$ cat src/rtl/assert_macros.svh
// Assertion macros shared by the hasher modules.
`ifndef ASSERT_MACROS_SVH
`define ASSERT_MACROS_SVH
// Implication checked on every clock edge outside reset.
`define ASSERT_IMPL(label, clk, rst_n, pre, post) \
	label: assert property (@(posedge clk) disable iff (!rst_n) (pre) |-> (post)) \
		else $error("assertion failed");
// Next-cycle implication checked outside reset.
`define ASSERT_NEXT(label, clk, rst_n, pre, post) \
	label: assert property (@(posedge clk) disable iff (!rst_n) (pre) |=> (post)) \
		else $error("assertion failed");
`endif

$ cat src/rtl/sha_pkg.sv
// Types, constants and round functions shared by the hasher.
package sha_pkg;
	typedef struct packed {
		logic [7:0] data_byte;
		logic       byte_valid;
		logic       end_of_message;
	} in_item_t;

	typedef struct packed {
		logic [63:0] digest_word;
		logic [1:0]  word_index;
		logic        last_word;
	} out_item_t;

	// Queue entry between the front and the back: one byte and its kind.
	typedef struct packed {
		logic [7:0] data;
		logic       is_byte;
		logic       is_end;
	} q_entry_t;

	localparam int QDepth = 4;
	localparam int QAw = $clog2(QDepth);
	localparam logic [7:0] PadByte = 8'h80;
	localparam logic [5:0] LenPos = 6'd56;

	localparam logic [31:0] RoundK [64] = '{
		32'h428a2f98, 32'h71374491, 32'hb5c0fbcf, 32'he9b5dba5, 32'h3956c25b, 32'h59f111f1,
		32'h923f82a4, 32'hab1c5ed5, 32'hd807aa98, 32'h12835b01, 32'h243185be, 32'h550c7dc3,
		32'h72be5d74, 32'h80deb1fe, 32'h9bdc06a7, 32'hc19bf174, 32'he49b69c1, 32'hefbe4786,
		32'h0fc19dc6, 32'h240ca1cc, 32'h2de92c6f, 32'h4a7484aa, 32'h5cb0a9dc, 32'h76f988da,
		32'h983e5152, 32'ha831c66d, 32'hb00327c8, 32'hbf597fc7, 32'hc6e00bf3, 32'hd5a79147,
		32'h06ca6351, 32'h14292967, 32'h27b70a85, 32'h2e1b2138, 32'h4d2c6dfc, 32'h53380d13,
		32'h650a7354, 32'h766a0abb, 32'h81c2c92e, 32'h92722c85, 32'ha2bfe8a1, 32'ha81a664b,
		32'hc24b8b70, 32'hc76c51a3, 32'hd192e819, 32'hd6990624, 32'hf40e3585, 32'h106aa070,
		32'h19a4c116, 32'h1e376c08, 32'h2748774c, 32'h34b0bcb5, 32'h391c0cb3, 32'h4ed8aa4a,
		32'h5b9cca4f, 32'h682e6ff3, 32'h748f82ee, 32'h78a5636f, 32'h84c87814, 32'h8cc70208,
		32'h90befffa, 32'ha4506ceb, 32'hbef9a3f7, 32'hc67178f2
	};

	localparam logic [31:0] InitHash [8] = '{
		32'h6a09e667, 32'hbb67ae85, 32'h3c6ef372, 32'ha54ff53a,
		32'h510e527f, 32'h9b05688c, 32'h1f83d9ab, 32'h5be0cd19
	};

	function automatic logic [31:0] rotr(input logic [31:0] x, input int n);
		rotr = (x >> n) | (x << (32 - n));
	endfunction

	function automatic logic [31:0] sig0(input logic [31:0] x);
		sig0 = rotr(x, 7) ^ rotr(x, 18) ^ (x >> 3);
	endfunction

	function automatic logic [31:0] sig1(input logic [31:0] x);
		sig1 = rotr(x, 17) ^ rotr(x, 19) ^ (x >> 10);
	endfunction

	function automatic logic [31:0] bsig0(input logic [31:0] x);
		bsig0 = rotr(x, 2) ^ rotr(x, 13) ^ rotr(x, 22);
	endfunction

	function automatic logic [31:0] bsig1(input logic [31:0] x);
		bsig1 = rotr(x, 6) ^ rotr(x, 11) ^ rotr(x, 25);
	endfunction
endpackage

$ cat src/rtl/sha256_stream_hasher.sv
// Top level of the streaming SHA-256 hasher.
// Usage:
// The input channel (in_valid, in_ready, in_item) carries one message byte per
// item; byte_valid marks a byte, end_of_message closes the message. Items with
// neither flag are taken and dropped. A four-entry queue separates the
// accepting front from the hashing back, so input can flow while the back works.
// The back takes items from the queue once they are stored there, one byte per
// cycle while it is in its take state; every 64th byte starts 64 rounds, after
// which the block is added into the chaining words.
// After end_of_message the back pads one byte per cycle to the block end and
// compresses one or two padded blocks before it offers the first digest item.
// The four digest items (out_valid, out_ready, out_item) follow at one per cycle
// while out_ready is high, most significant word first, last_word set on the
// fourth. If the receiver stalls, the digest item is held and the back stops;
// the queue then fills and in_ready drops. Reset loads the initial hash values
// and clears the queue.
module sha256_stream_hasher (
	input  logic               clk,
	input  logic               arst_n,
	input  logic               in_valid,
	output logic               in_ready,
	input  sha_pkg::in_item_t  in_item,
	output logic               out_valid,
	input  logic               out_ready,
	output sha_pkg::out_item_t out_item
);
	import sha_pkg::*;

	logic     q_valid, q_ready;
	q_entry_t q_entry;

	sha_front u_front (
		.clk(clk), .arst_n(arst_n), .in_valid(in_valid), .in_ready(in_ready),
		.in_item(in_item), .q_valid(q_valid), .q_ready(q_ready), .q_entry(q_entry)
	);

	sha_core u_core (
		.clk(clk), .arst_n(arst_n), .q_valid(q_valid), .q_ready(q_ready),
		.q_entry(q_entry), .out_valid(out_valid), .out_ready(out_ready),
		.out_item(out_item)
	);
endmodule

$ cat src/rtl/sha_front.sv
// Front end: accepts items, drops empty ones and queues bytes and ends.
module sha_front (
	input  logic               clk,
	input  logic               arst_n,
	input  logic               in_valid,
	output logic               in_ready,
	input  sha_pkg::in_item_t  in_item,
	output logic               q_valid,
	input  logic               q_ready,
	output sha_pkg::q_entry_t  q_entry
);
	import sha_pkg::*;

	q_entry_t       mem_q [QDepth];
	logic [QAw-1:0] wr_q, rd_q;
	logic [QAw:0]   cnt_q;
	logic           push, pop;

	assign in_ready = (cnt_q != QDepth[QAw:0]);
	// An item with neither byte nor end is taken and dropped.
	assign push = in_valid && in_ready && (in_item.byte_valid || in_item.end_of_message);
	assign q_valid = (cnt_q != '0);
	assign pop = q_valid && q_ready;
	assign q_entry = mem_q[rd_q];

	always_ff @(posedge clk or negedge arst_n) begin
		if (!arst_n) begin
			wr_q <= '0;
			rd_q <= '0;
			cnt_q <= '0;
		end else begin
			if (push) wr_q <= wr_q + 1'b1;
			if (pop) rd_q <= rd_q + 1'b1;
			cnt_q <= cnt_q + {{QAw{1'b0}}, push} - {{QAw{1'b0}}, pop};
		end
	end

	always_ff @(posedge clk) begin
		if (push) mem_q[wr_q] <= '{data: in_item.data_byte, is_byte: in_item.byte_valid,
			is_end: in_item.end_of_message};
	end

`include "assert_macros.svh"
	`ASSERT_IMPL(a_no_overflow, clk, arst_n, cnt_q == QDepth[QAw:0], !push)
	`ASSERT_NEXT(a_cnt_move, clk, arst_n, push && !pop, cnt_q == $past(cnt_q) + 1'b1)
endmodule

$ cat src/rtl/sha_core.sv
// Back end: block packing, padding, 64-round compression and digest output.
module sha_core (
	input  logic               clk,
	input  logic               arst_n,
	input  logic               q_valid,
	output logic               q_ready,
	input  sha_pkg::q_entry_t  q_entry,
	output logic               out_valid,
	input  logic               out_ready,
	output sha_pkg::out_item_t out_item
);
	import sha_pkg::*;

	typedef enum logic [2:0] {S_TAKE, S_PAD, S_COMP, S_ADD, S_OUT} state_t;

	state_t      state_q;
	logic [31:0] h_q [8];
	logic [31:0] v_q [8];
	logic [31:0] w_q [16];
	logic [5:0]  fill_q;
	logic [63:0] bits_q;
	logic [63:0] len_q;
	logic [5:0]  round_q;
	logic        ending_q;
	logic        closed_q;
	logic [1:0]  widx_q;
	logic        padded_q;
	logic        tail_q;

	logic        put;
	logic [7:0]  put_byte;
	logic [31:0] w_new, t1, t2, wcur;

	assign q_ready = (state_q == S_TAKE);
	assign out_valid = (state_q == S_OUT);
	assign out_item = '{digest_word: {h_q[{widx_q, 1'b0}], h_q[{widx_q, 1'b1}]},
		word_index: widx_q, last_word: (widx_q == 2'd3)};

	// Byte for the current fill position: a queued message byte while taking, else
	// the padding byte. The length only goes into the block that still had room for it after the 0x80 byte.
	always_comb begin
		put = 1'b0;
		put_byte = '0;
		if (state_q == S_TAKE && q_valid && q_entry.is_byte) begin
			put = 1'b1;
			put_byte = q_entry.data;
		end else if (state_q == S_PAD) begin
			put = 1'b1;
			if (!padded_q) put_byte = PadByte;
			else if (tail_q && fill_q >= LenPos) put_byte = len_q[8*(7-(fill_q-LenPos))+:8];
			else put_byte = '0;
		end
	end

	assign wcur = w_q[0];
	assign w_new = sig1(w_q[14]) + w_q[9] + sig0(w_q[1]) + w_q[0];
	assign t1 = v_q[7] + bsig1(v_q[4]) + ((v_q[4] & v_q[5]) ^ (~v_q[4] & v_q[6])) +
		RoundK[round_q] + wcur;
	assign t2 = bsig0(v_q[0]) + ((v_q[0] & v_q[1]) ^ (v_q[0] & v_q[2]) ^ (v_q[1] & v_q[2]));

	always_ff @(posedge clk or negedge arst_n) begin
		if (!arst_n) begin
			state_q <= S_TAKE;
			fill_q <= '0;
			bits_q <= '0;
			round_q <= '0;
			ending_q <= 1'b0;
			closed_q <= 1'b0;
			padded_q <= 1'b0;
			tail_q <= 1'b0;
			widx_q <= '0;
			len_q <= '0;
			for (int i = 0; i < 8; i++) h_q[i] <= InitHash[i];
		end else begin
			if (put) begin
				w_q[fill_q[5:2]][8*(3-fill_q[1:0])+:8] <= put_byte;
				fill_q <= fill_q + 1'b1;
			end
			unique case (state_q)
				S_TAKE: begin
					if (q_valid) begin
						if (q_entry.is_byte) bits_q <= bits_q + 64'd8;
						if (q_entry.is_end) begin
							ending_q <= 1'b1;
							len_q <= bits_q + (q_entry.is_byte ? 64'd8 : 64'd0);
						end
						if (q_entry.is_byte && fill_q == 6'd63) state_q <= S_COMP;
						else if (q_entry.is_end) state_q <= S_PAD;
						if (q_entry.is_byte && fill_q == 6'd63) begin
							round_q <= '0;
							for (int i = 0; i < 8; i++) v_q[i] <= h_q[i];
						end
					end
				end
				S_PAD: begin
					padded_q <= 1'b1;
					if (!padded_q) tail_q <= (fill_q < LenPos);
					if (padded_q && tail_q && fill_q == 6'd63) closed_q <= 1'b1;
					if (fill_q == 6'd63) begin
						state_q <= S_COMP;
						round_q <= '0;
						for (int i = 0; i < 8; i++) v_q[i] <= h_q[i];
					end
				end
				S_COMP: begin
					for (int i = 0; i < 15; i++) w_q[i] <= w_q[i+1];
					w_q[15] <= w_new;
					v_q[7] <= v_q[6]; v_q[6] <= v_q[5]; v_q[5] <= v_q[4];
					v_q[4] <= v_q[3] + t1;
					v_q[3] <= v_q[2]; v_q[2] <= v_q[1]; v_q[1] <= v_q[0];
					v_q[0] <= t1 + t2;
					round_q <= round_q + 1'b1;
					if (round_q == 6'd63) state_q <= S_ADD;
				end
				S_ADD: begin
					for (int i = 0; i < 8; i++) h_q[i] <= h_q[i] + v_q[i];
					if (closed_q) begin
						state_q <= S_OUT;
						widx_q <= '0;
					end else if (ending_q) begin
						state_q <= S_PAD;
						tail_q <= 1'b1;
					end else state_q <= S_TAKE;
				end
				S_OUT: begin
					if (out_ready) begin
						widx_q <= widx_q + 1'b1;
						if (widx_q == 2'd3) begin
							state_q <= S_TAKE;
							for (int i = 0; i < 8; i++) h_q[i] <= InitHash[i];
							bits_q <= '0;
							ending_q <= 1'b0;
							closed_q <= 1'b0;
							padded_q <= 1'b0;
							tail_q <= 1'b0;
						end
					end
				end
				default: state_q <= S_TAKE;
			endcase
		end
	end

`include "assert_macros.svh"
	`ASSERT_IMPL(a_out_fill, clk, arst_n, state_q == S_OUT, fill_q == '0)
	`ASSERT_NEXT(a_out_hold, clk, arst_n, out_valid && !out_ready, out_valid && $stable(widx_q))
	`ASSERT_IMPL(a_comp_nopop, clk, arst_n, state_q == S_COMP, !q_ready)
endmodule
$ cat config.mk
export PLATFORM = sky130hd
export DESIGN_NAME = sha256_stream_hasher
export DESIGN_NICKNAME = d
export VERILOG_FILES = /design/src/rtl/sha_pkg.sv /design/src/rtl/sha256_stream_hasher.sv /design/src/rtl/sha_front.sv /design/src/rtl/sha_core.sv
export VERILOG_INCLUDE_DIRS = /design/src /design/src/rtl
export SDC_FILE = /design/constraint.sdc
export NUM_CORES = 2
export LEC_CHECK = 0
export CORE_MARGIN = 2
export CORE_UTILIZATION = 30
export CTS_CLUSTER_SIZE = 8
export DETAILED_ROUTE_END_ITERATION = 10
export DONT_BUFFER_PORTS = 1
export PLACE_DENSITY = 0.51
export SETUP_SLACK_MARGIN = 0.5
export SLEW_MARGIN = 20
export SYNTH_ARGS = -nofsm -noshare
export SYNTH_HDL_FRONTEND = slang
export SYNTH_SLANG_ARGS = --single-unit
export TNS_END_PERCENT = 20
$ cat constraint.sdc
create_clock -name clk -period 9.9 [get_ports clk]
set_clock_uncertainty 0.1 [all_clocks]
set_input_delay 1.98 -clock clk [delete_from_list [all_inputs] [get_ports clk]]
set_output_delay 1.98 -clock clk [all_outputs]
set_load 0.05 [all_outputs]
## After elaboration in Yosys (flattened, before gate mapping)

Memory sizes are Yosys's and may differ from the RTL's.
Index checks and enable logic that the tools add are counted.

| word-level totals | value |
|---|---|
| word-level logic and storage cells | 247 |
| ROM bits | 2048 |
| memories kept | 4 |
| input port bits | 14 |
| register bits | 412 |
| bits in writable memories | 808 |

| operators by class | value |
|---|---|
| multiplexer cells | 84 |
| reductions and logical operators | 31 |
| order comparisons | 5 |
| bitwise gates (word level) | 46 |
| equality and inequality tests | 22 |
| shift-type cells | 3 |
| $add $sub $neg | 31 |

Memories:

| name | depth | bits a word | rd ports | clocked after memory_dff | wr ports | line | text |
|---|---|---|---|---|---|---|---|
| (name not given) | 64 | 32 | 1 | 0 | 0 | sha_core.sv:58 | `RoundK[round_q] + wcur;` |
| u_core.w_q | 16 | 32 | 16 | 0 | 16 | sha_core.sv:19 | `logic [31:0] w_q [16];` |
| u_core.v_q | 8 | 32 | 8 | 0 | 8 | sha_core.sv:18 | `logic [31:0] v_q [8];` |
| u_front.mem_q | 4 | 10 | 1 | 0 | 1 | sha_front.sv:14 | `q_entry_t mem_q [QDepth];` |

Operator list:

| kind | number |
|---|---|
| 32-bit 2-to-1 mux | 25 |
| 32-bit adder | 18 |
| 256-bit 2-to-1 mux | 2 |
| 256-bit case mux with 2 select lines | 1 |
| 32-bit bitwise XOR | 9 |
| 64-bit 2-to-1 mux | 4 |
| 32-bit binary-select mux with 3-bit select | 2 |
| 32-bit bitwise AND | 5 |
| 64-bit case mux with 2 select lines | 1 |
| 64-bit by 4-bit adder with 64-bit output (second input constant) | 1 |
| 64-bit adder | 1 |
| 64-bit by 33-bit indexed part select with 8-bit output | 1 |
| 32-bit negation with 34-bit output | 1 |
| 8-bit by 34-bit variable shift with 32-bit output (first input constant) | 1 |
| 8-bit by 34-bit indexed part select with 32-bit output | 1 |
| 8-bit 2-to-1 mux | 4 |
| 32-bit inverter | 1 |
| 10-bit by 32-bit bitwise OR with 32-bit output | 1 |
| 13-bit by 32-bit bitwise OR with 32-bit output | 1 |
| 14-bit by 32-bit bitwise OR with 32-bit output | 1 |
| 15-bit by 32-bit bitwise OR with 32-bit output | 1 |
| 19-bit by 32-bit bitwise OR with 32-bit output | 1 |
| 21-bit by 32-bit bitwise OR with 32-bit output | 1 |
| 25-bit by 32-bit bitwise OR with 32-bit output | 1 |
| other kinds (48) | 137 |

## Longest topological paths before layout

An unclocked memory read counts as a cell.

| depth | value |
|---|---|
| depth after elaboration | 10 |
| mapped depth | 41 |
| gate-level depth less buffers | 39 |

## Cells and area by module

From an unflattened synthesis, not the netlist that was laid out.

| second synthesis, totals | value |
|---|---|
| cell total of the unflattened synthesis | 8154 |
| area, all modules | 78815.6 um^2 |

By module, submodules not included:

| module | area an instance (um^2) | cells an instance | seq. area each (um^2) | times used |
|---|---|---|---|---|
| sha_core | 76941.3 | 8065 | 33216.9 | 1 |
| sha_front | 1874.3 | 89 | 1376.3 | 1 |

## Worst setup path after synthesis

Ideal clock, no wire load.

| path | value |
|---|---|
| path kind | register -> register |
| start point | register u_core.round_q[0] |
| end point | memory u_core.v_q[0][31], data pin |
| arrival time | 8165 ps |
| cell stages (with the launch flop) | 38 |
| buffers on the path | 2 |
| setup slack | 1368 ps |
| cells stage by stage | dfrtp_1 -> clkbuf_1 -> inv_1 -> ha_1 -> clkbuf_1 -> nand2_1 -> nand3_1 -> o21ai_0 -> mux4_2 -> fa_1 -> fa_1 -> fa_1 -> inv_1 -> ha_1 -> inv_1 -> fa_1 -> nor2b_1 -> o31a_1 -> [... 2 more ...] -> a31oi_1 -> nor2b_1 -> o21ai_0 -> nand2b_1 -> xor2_1 -> fa_1 -> ha_1 -> a21o_1 -> a21oi_1 -> o21ai_0 -> a21oi_1 -> a31oi_1 -> o31a_1 -> a41o_1 -> o41a_1 -> xnor2_1 -> xnor2_1 -> o21ai_0 |

RTL lines:

| what | line | text |
|---|---|---|
| start, declared | sha_core.sv:23 | `logic [5:0] round_q;` |
| start signal, assigned | sha_core.sv:112 | `round_q <= round_q + 1'b1;` |
| end, declared | sha_core.sv:18 |  |

==> run summary <==
Fmax: 112 MHz
Post-synth EDFFs: 808
Final instance area: 0.0884 mm²
Die ar.: 0.266 mm²
Clock Sinks: 1,214
CP most frequent cell: fa_1
Most common cell after layout, fill and taps aside: nand2_1
NumNets Final: 8,719
GP Congestion: 0.937
CP required: 10.32 ns
GRT Util Overall: 21.6%
Number of H-tree levels: 4
Initial antenna violation count: 19
Sequential area share after synthesis: 44.0%
Vias per cell: 5.33
Final WL: 293 mm
Yosys warns: 0
Setup slack after layout: 0.939 ns
Critical Path Fanout Max: 7
CP max stage cell: mux4_2
FFs w/ async S/R, synth: 33.4%
Post-Syn Nets: 8,783
CTS tree: done
Site Rows: 187
Kind of critical path: flop to flop
Cts bufs inserted: 175
Seq cells post-synth: 1,214
Worst path arrival time: 9.38 ns
Total negative setup slack: 0 ns
First-pass GRT wire length: 426 mm
Final min period: 8.96 ns
Root buffer cell: clkbuf_16
Area share of the largest cell type after synthesis: 30.9%
Critical Path Source Type: flop
Metal-1 WL: 129 mm
Die width: 516 µm
Router iterations before antenna repair: 6
Unrepaired setup endpoints after global routing: no
Final hold viol count: 0
Core area: 0.260 mm²
Starting Density: 30.2%
Yosys top cell by area: edfxtp_1
DPL Wire Length: 213 mm
Grt ovf: 0
Top layer in use: met4
Status: completed
Met2 wire length: 133 mm
DR WL met3: 19.7 mm
Total number of vias: 62,366
Max_slew headroom: 25.7%
Slew Limit Fails: 0
Reg clk slew, reported paths: 0.06 ns
Period Utilization, post-route: 90.5%
Setup crit end kind: flop
Worst hold path type: flop to flop
Max Cap Viol: 0
Synth Cell Area: 0.0786 mm²
Critical path's largest stage delay: 0.58 ns
Number of global-route vias before repair: 61,515
Port bufs: 0
DRC: 0
Most frequent cells in the layout: nand2_1 (1,991), edfxtp_1 (808), o21ai_0 (578), a21oi_1 (472), xnor2_1 (427)
Max clock buf depth: 3
Worst slack, placed: 0.310 ns
Chip height: 516 µm
Iter 0 DRT Violations: 6,085
Synthesis-to-layout area growth: 12.5%
DP Area: 0.0829 mm²
Routed wire per std cell: 25.0 µm
Mean Syn Cell Area: 9.62 µm²
Hold_buf cts: 0
Hold WS: 0.375 ns
Ratio of cells with drive above 1 in the final layout: 8.76%
Number of routed nets with antenna violations: 0
Least-Margin Pin Slew: 1.10 ns
Ports: 83
Synth area leaders: edfxtp_1 (31%), nand2_1 (9.5%), dfrtp_1 (8.6%)
Clk_lat worst skew: 0.85 ns
Yosys cell types: 88
Top_reg_cell synth: edfxtp_1
Setup Viol. Count Final: 0
Mapped Cells: 8,166
Largest net degree at the start of global routing: 410
[synth_stat cells, types with 136 or more instances]
cell type / count
fa_1: 196
a21oi_1: 476
ha_1: 407
a21o_1: 203
clkbuf_1: 377
dfstp_2: 136
o21ai_0: 631
edfxtp_1: 808
xor2_1: 254
nand3_1: 165
dfrtp_1: 270
xnor2_1: 429
inv_1: 299
nand2_1: 1999
nor2_1: 360
[critical path, delay by kind of cell, from the launching register on]
family          cells  cell delay (ns)
compound gates     14             2.91
fa+ha+maj           8             2.80
simple gates        6             0.76
mux                 1             0.58
buf+inv             5             0.54
xor+xnor            3             0.51
flops               1             0.45
[registers in the layout, indices dropped and copies added, names as in the netlist]
signal	cells
u_core.tail_q	1
u_front.rd_q	2
u_core.h_q	256
u_core.bits_q	61
u_core.fill_q	6
u_core.state_q	3
u_front.cnt_q	3
u_core.closed_q	1
u_core.ending_q	1
u_core.padded_q	1
u_core.len_q	61
u_core.widx_q	2
u_front.mem_q	40
u_core.v_q	256
u_front.wr_q	2
u_core.w_q	512
u_core.round_q	6
[path summary, 6_finish.rpt]
path / start / endpoint / slack (ns) / cells past startpoint
max: u_core.round_q[1] / u_core.v_q[0][31] / 0.94 / 37
min: u_core.len_q[7] / u_core.len_q[7] / 0.38 / 2
max reg2reg: u_core.round_q[1] / u_core.v_q[0][31] / 0.94 / 37
min reg2reg: u_core.len_q[7] / u_core.len_q[7] / 0.38 / 2
min in group asynchronous: arst_n / u_core.h_q[228] / 1.02 / 1
max in group asynchronous: arst_n / u_core.padded_q / 6.53 / 3
[final cells by class]
class | count | area, µm²
flip-flops and latches | 1214 | 34600
inverters | 300 | 1130
clock buffers | 263 | 4810
repair buffers | 189 | 1580
clock inverters | 20 | 415
fillers | 26357 | 172000
diodes | 6 | 15.0
well taps | 3496 | 4370
multi-input cells | 6222 | 41500
[what timing repair did]
action,4_1_cts,5_1_grt
pin swaps,0,3
hold endpoints to repair,0,0
setup endpoints to repair,2,11
resized for setup,8,38
buffers inserted,0,2
[through the flow]
| stage | util [%] | std cells |
|---|---|---|
| after global placement | 31.9 | 11415 |
| after detailed placement | 31.9 | 11416 |
| after floorplan | - | 8166 |
| final | 34.0 | 11710 |
| after global routing | 34.0 | 11706 |
| after CTS | 33.9 | 11699 |
[logic make-up after synthesis]
group,share of synthesized area (%)
multiplexers,3.41
XOR/XNOR,7.61
AND/OR/NAND/NOR,16.1
buffers and inverters,3.52
AO/OA/AOI/OAI,13.5
adder cells (fa/ha/maj),11.8
flip-flops,44.0
[per-layer routing]
layer	vias to the layer above	GRT usage [%]
met5	-	0
met4	0	7.95
met3	460	3.17
met2	2339	34.5
met1	31231	29.7
li1	28336	-
Power is left out: the tool's default activity adds up to more than one toggle a clock period on the data nets, which glitch-free logic cannot reach.
